### src/rtl/core/lmim_pkg.sv
// Shared types, codes and fixed widths of the LED matrix index mapper.
package lmim_pkg;

    // Fixed field widths.
    localparam int IDX_W  = 10;
    localparam int POS_W  = 10;
    localparam int CFG_W  = 11;
    localparam int OP_W   = 2;
    localparam int MODE_W = 3;
    localparam int REGI_W = 3;

    // The divider works on an 11-bit position and an 11-bit divisor.
    localparam int DIV_W   = 11;
    localparam int DIV_CNT_W = 4;

    // The shared multiplier takes two 11-bit operands.
    localparam int MUL_W  = 11;
    localparam int PROD_W = 2 * MUL_W;

    // Operation codes.
    localparam logic [OP_W-1:0] OP_MAP    = 2'd0;
    localparam logic [OP_W-1:0] OP_APPEND = 2'd1;
    localparam logic [OP_W-1:0] OP_CLEAR  = 2'd2;

    // Layout codes.
    localparam logic [MODE_W-1:0] LAYOUT_ROW_H    = 3'd0;
    localparam logic [MODE_W-1:0] LAYOUT_ROW_V    = 3'd1;
    localparam logic [MODE_W-1:0] LAYOUT_ZIGZAG_H = 3'd2;
    localparam logic [MODE_W-1:0] LAYOUT_ZIGZAG_V = 3'd3;
    localparam logic [MODE_W-1:0] LAYOUT_TABLE    = 3'd4;

    // Configuration register indexes.
    localparam logic [REGI_W-1:0] REG_STRIP_LENGTH   = 3'd0;
    localparam logic [REGI_W-1:0] REG_BASE_INDEX     = 3'd1;
    localparam logic [REGI_W-1:0] REG_STEP_SIZE      = 3'd2;
    localparam logic [REGI_W-1:0] REG_REVERSE_DIR    = 3'd3;
    localparam logic [REGI_W-1:0] REG_VIRTUAL_LENGTH = 3'd4;
    localparam logic [REGI_W-1:0] REG_MATRIX_ROWS    = 3'd5;
    localparam logic [REGI_W-1:0] REG_MATRIX_COLS    = 3'd6;
    localparam logic [REGI_W-1:0] REG_LAYOUT_MODE    = 3'd7;

    // Sequencer states.
    typedef enum logic [3:0] {
        ST_IDLE,
        ST_MUL,
        ST_CLAMP,
        ST_DIV,
        ST_MUL2,
        ST_COMBINE,
        ST_TBL_RD,
        ST_TBL_WAIT,
        ST_FINISH
    } state_t;

endpackage

### src/rtl/core/lmim_div.sv
// Iterative restoring divider, one quotient bit per cycle.
module lmim_div
(
    input  logic                          clk,
    input  logic                          rst_n,
    input  logic                          start,
    input  logic [lmim_pkg::DIV_W-1:0]    dividend,
    input  logic [lmim_pkg::DIV_W-1:0]    divisor,
    output logic [lmim_pkg::DIV_W-1:0]    quotient,
    output logic [lmim_pkg::DIV_W-1:0]    remainder,
    output logic                          done
);

    localparam int W = lmim_pkg::DIV_W;

    logic [W-1:0]                   quo_reg;
    logic [W-1:0]                   rem_reg;
    logic [W-1:0]                   den_reg;
    logic [lmim_pkg::DIV_CNT_W-1:0] cnt_reg;
    logic                           busy_reg;
    logic                           done_reg;
    logic [W:0]                     trial;
    logic [W:0]                     diff;
    logic                           fits;

    // The trial remainder brings down the next dividend bit.
    assign trial = {rem_reg, quo_reg[W-1]};
    assign diff  = trial - {1'b0, den_reg};
    assign fits  = (trial >= {1'b0, den_reg});

    always_ff @(posedge clk or negedge rst_n)
    begin
        if (!rst_n)
        begin
            busy_reg <= 1'b0;
            done_reg <= 1'b0;
            cnt_reg  <= '0;
        end
        else
        begin
            done_reg <= 1'b0;
            if (start)
            begin
                busy_reg <= 1'b1;
                cnt_reg  <= lmim_pkg::DIV_CNT_W'(W);
            end
            else if (busy_reg)
            begin
                cnt_reg <= cnt_reg - 1'b1;
                if (cnt_reg == lmim_pkg::DIV_CNT_W'(1))
                begin
                    busy_reg <= 1'b0;
                    done_reg <= 1'b1;
                end
            end
        end
    end

    always_ff @(posedge clk)
    begin
        if (start)
        begin
            quo_reg <= dividend;
            rem_reg <= '0;
            den_reg <= divisor;
        end
        else if (busy_reg)
        begin
            quo_reg <= {quo_reg[W-2:0], fits};
            rem_reg <= fits ? diff[W-1:0] : trial[W-1:0];
        end
    end

    assign quotient  = quo_reg;
    assign remainder = rem_reg;
    assign done      = done_reg;

endmodule

### config.mk
export PLATFORM = sky130hd
export DESIGN_NAME = lmim_div
export DESIGN_NICKNAME = d
export VERILOG_FILES = /design/src/rtl/core/lmim_pkg.sv /design/src/rtl/core/lmim_div.sv
export SDC_FILE = /design/constraint.sdc
export NUM_CORES = 1
export LEC_CHECK = 0
export BUFFER_PORTS_ARGS = -buffer_cell sky130_fd_sc_hd__buf_2
export CELL_PAD_IN_SITES_DETAIL_PLACEMENT = 0
export CELL_PAD_IN_SITES_GLOBAL_PLACEMENT = 1
export CORE_MARGIN = 8
export CORE_UTILIZATION = 35
export DETAILED_ROUTE_END_ITERATION = 7
export PLACE_DENSITY_LB_ADDON = 0.1
export RECOVER_POWER = 25
export SLEW_MARGIN = 40
export SYNTH_ARGS = -nofsm -noshare
export SYNTH_HDL_FRONTEND = slang
export SYNTH_SLANG_ARGS = --single-unit
### constraint.sdc
create_clock -name clk -period 4 [get_ports clk]
set_clock_uncertainty 0.1 [all_clocks]
set_input_delay 0 -clock clk [delete_from_list [all_inputs] [get_ports clk]]
set_output_delay 0 -clock clk [all_outputs]
set_load 0.1 [all_outputs]
==> results.py <==
metrics = {
    "run_status": {
        "status": "finished with violations",
        "violations": "max-capacitance violations, max-slew violations",
    },
    "cts": {
        "post_cts_buffers": 0,
        "clk_pin_slew_ps": 80,
        "clkSinkCount": 39,
        "cts_tree": "done",
        "numCtsBuffers": 5,
        "cts_resized": 0,
        "root_buffer": "clkbuf_8",
        "cts-htree-levels": 2,
        "cts_buffer_depth": 2,
        "insertion_delay_ps": 300,
        "ctsHoldBuffers": 24,
    },
    "logic_synthesis": {
        "async_flop_share_pct": 15.4,
        "yosysSeqAreaShare_pct": 47.0,
        "synth_largest_area_cell": "edfxtp_1",
        "synth_top_area_share_pct": 30.1,
        "synth-edff-count": 22,
        "ys_warn_count": 0,
        "syn_avg_cell_area_sq_um": 11.0,
        "synthCells": 200,
        "synth_most_common_cell": "edfxtp_1",
        "synth_area_sq_um": 2200,
        "synth_fp_nets": 239,
        "ys_types": 53,
        "synth_common_cells": "22 x edfxtp_1, 16 x inv_1, 16 x nand2_1",
        "synth.area.top_cells": "edfxtp_1 30%, dfxtp_1 10%, ha_1 7.4%",
        "synth-seq-cells": 39,
        "synth_ff_type": "edfxtp_1",
    },
    "sta": {
        "setup_violations": 0,
        "relSlewSlack_pct": -37.1,
        "hold_violations": 0,
        "rsz0062_at_grt": "false",
        "setup_tns_ps": 0,
        "fmax_mhz": 359,
        "finalCriticalPeriod_ps": 2780,
        "worstMarginPinSlew_ps": 2060,
        "hold_ws_ps": 305,
        "post-route-period-util_pct": 69.6,
        "slew_violations": 43,
    },
    "route": {
        "drc": 0,
        "via_count": 1666,
        "firstDrtPassIters": 4,
        "wire_per_inst_microns": 15.0,
        "ant_nets": 0,
        "vias_per_cell": 4.80,
        "drt-total-wl_microns": 5190,
        "drt_iter0_drc": 85,
    },
    "placement": {
        "io_buffers": 47,
        "dpl_cell_area_sq_um": 2480,
        "hpwl_microns": 3640,
        "place_congestion": 0.750,
    },
    "power_and_ir_drop": {
        "leakage_uw": 0.00125,
        "p_total_uw": 1150,
        "p_per_area_nw_per_um2": 404,
        "ir_worst_vdd_mv": 0.245,
    },
    "job": {
        "max_cap_viol_count": 1,
    },
    "setup_path": {
        "startpoint_type": "flop",
        "cp-endpoint": "remainder[0]$_SDFFE_PP0P_",
        "cp_max_fo": 13,
        "reg2reg_to": "remainder[0]$_SDFFE_PP0P_",
        "crit_start": "quotient[10]$_DFFE_PP_",
        "cp.required_ps": 4100,
        "arrival_ps": 2880,
        "rr_worst_depth": 9,
        "rrSetupSlack_ps": 1220,
        "reg2reg_from": "quotient[10]$_DFFE_PP_",
        "crit_type": "flop to flop",
        "end_kind": "flop",
    },
    "die": {
        "coreArea_sq_um": 6200,
        "fp.dieH_microns": 95.2,
        "die-area_sq_um": 9060,
        "fp-row-count": 29,
        "start_util_pct": 35.4,
        "pin_count": 48,
        "die_w_microns": 95.2,
    },
    "global_routing": {
        "overflow": 0,
        "grt_pass1_wl_microns": 8580,
        "grt_pass1_vias": 1753,
        "grt_max_degree": 43,
        "grt_antenna_before_repair": 0,
        "grt_usage_pct": 12.2,
    },
    "cells_and_area": {
        "final_util_pct": 46.1,
        "n_antenna_cell": 0,
        "multi_input_area_sq_um": 1060,
        "layout-drive-gt1-share_pct": 27.8,
        "final_nets": 308,
        "nFillCells": 609,
        "regArea_sq_um": 1030,
        "area_growth_syn_to_layout_pct": 30.1,
        "fin_area_sq_um": 2860,
    },
    "worst_hold_path": {
        "hp-class": "input pin to flop",
        "worstHoldStart": "divisor[8]",
        "holdPathStages": 2,
    },
}
-- cells in the final DEF, fill, tap and decap left out, types with 2 or more instances in the layout --
| cell type | synthesis | routed |
|---|---|---|
| buf_2 | 1 | 46 |
| dlygate4sd3_1 | 0 | 24 |
| edfxtp_1 | 22 | 22 |
| inv_1 | 16 | 16 |
| nand2_1 | 16 | 16 |
| ha_1 | 13 | 13 |
| mux2_2 | 11 | 11 |
| nor2_1 | 11 | 11 |
| dfxtp_1 | 11 | 11 |
| nand2b_1 | 7 | 7 |
| o21ai_0 | 7 | 7 |
| xnor2_1 | 7 | 7 |
| mux2i_1 | 5 | 5 |
| clkbuf_8 | 0 | 5 |
| dfrtp_1 | 6 | 5 |
| a21o_1 | 4 | 4 |
| a211oi_1 | 4 | 4 |
| nand3_1 | 4 | 4 |
| nor2b_1 | 3 | 3 |
| a31oi_1 | 3 | 3 |
| xor2_1 | 3 | 3 |
| o31ai_1 | 3 | 3 |
| o31a_1 | 2 | 2 |
| or3b_2 | 2 | 2 |
| nor3b_1 | 2 | 2 |
| nand4_1 | 2 | 2 |
| a311o_1 | 2 | 2 |
| bufinv_16 | 0 | 2 |
| clkbuf_1 | 5 | 2 |
-- layout make-up --
cell class	count	area share, %
Multi-Input combinational cell	136	37.2
Sequential cell	39	36.1
Timing Repair Buffer	71	16.6
Tap cell	77	3.37
Clock buffer	6	2.54
Clock inverter	2	2.10
Inverter	16	2.10
-- cell families after synthesis --
family	synth area share [%]
mux	8.60
buf+inv	5.01
compound gates	13.9
flops	47.0
xor+xnor	3.99
simple gates	13.2
fa+ha+maj	8.32
-- routing by layer --
metal / wire, microns / global-route usage, % / vias to the layer above
met2: 2430 / 18.8 / 27
met1: 2490 / 16.0 / 777
met3: 202 / 3.46 / 6
met5: 0 / 0 / -
li1: - / - / 856
met4: 68 / 4.29 / 0
-- power by group --
group	internal, uW	switching [uW]	total, uW	leakage (uW)
clock network	250	150	400	0.0000654
logic	89.4	192	281	0.000806
registers	455	17.2	472	0.000381
total	794	359	1150	0.00125
-- how the worst min path moves through the flow --
stage / slack (ps) / end
after floorplan: -400 / busy_reg$_DFF_PN0_
after global placement: -270 / cnt_reg[2]$_DFFE_PN0P_
after detailed placement: -260 / cnt_reg[2]$_DFFE_PN0P_
after CTS: 230 / cnt_reg[2]$_DFFE_PN0P_
after global routing: 300 / den_reg[0]$_DFFE_PP_
final: 300 / den_reg[8]$_DFFE_PP_
-- per-stage QoR --
| step | std cells | worst slack (ps) |
|---|---|---|
| after floorplan | 200 | 875 |
| after global placement | 315 | 1090 |
| after detailed placement | 315 | 1040 |
| after CTS | 347 | 1020 |
| after global routing | 347 | 1020 |
| final | 347 | 1220 |
-- worst max-delay path, cell delays in order (launching register included) --
cell,delay (ps)
edfxtp_1,360
inv_1,60
ha_1,220
fa_1,400
nand2b_1,200
a21oi_2,240
o21ai_4,110
a21boi_4,450
mux2_4,350
a211oi_2,190
Note: power is estimated with default switching activity, not from simulation.
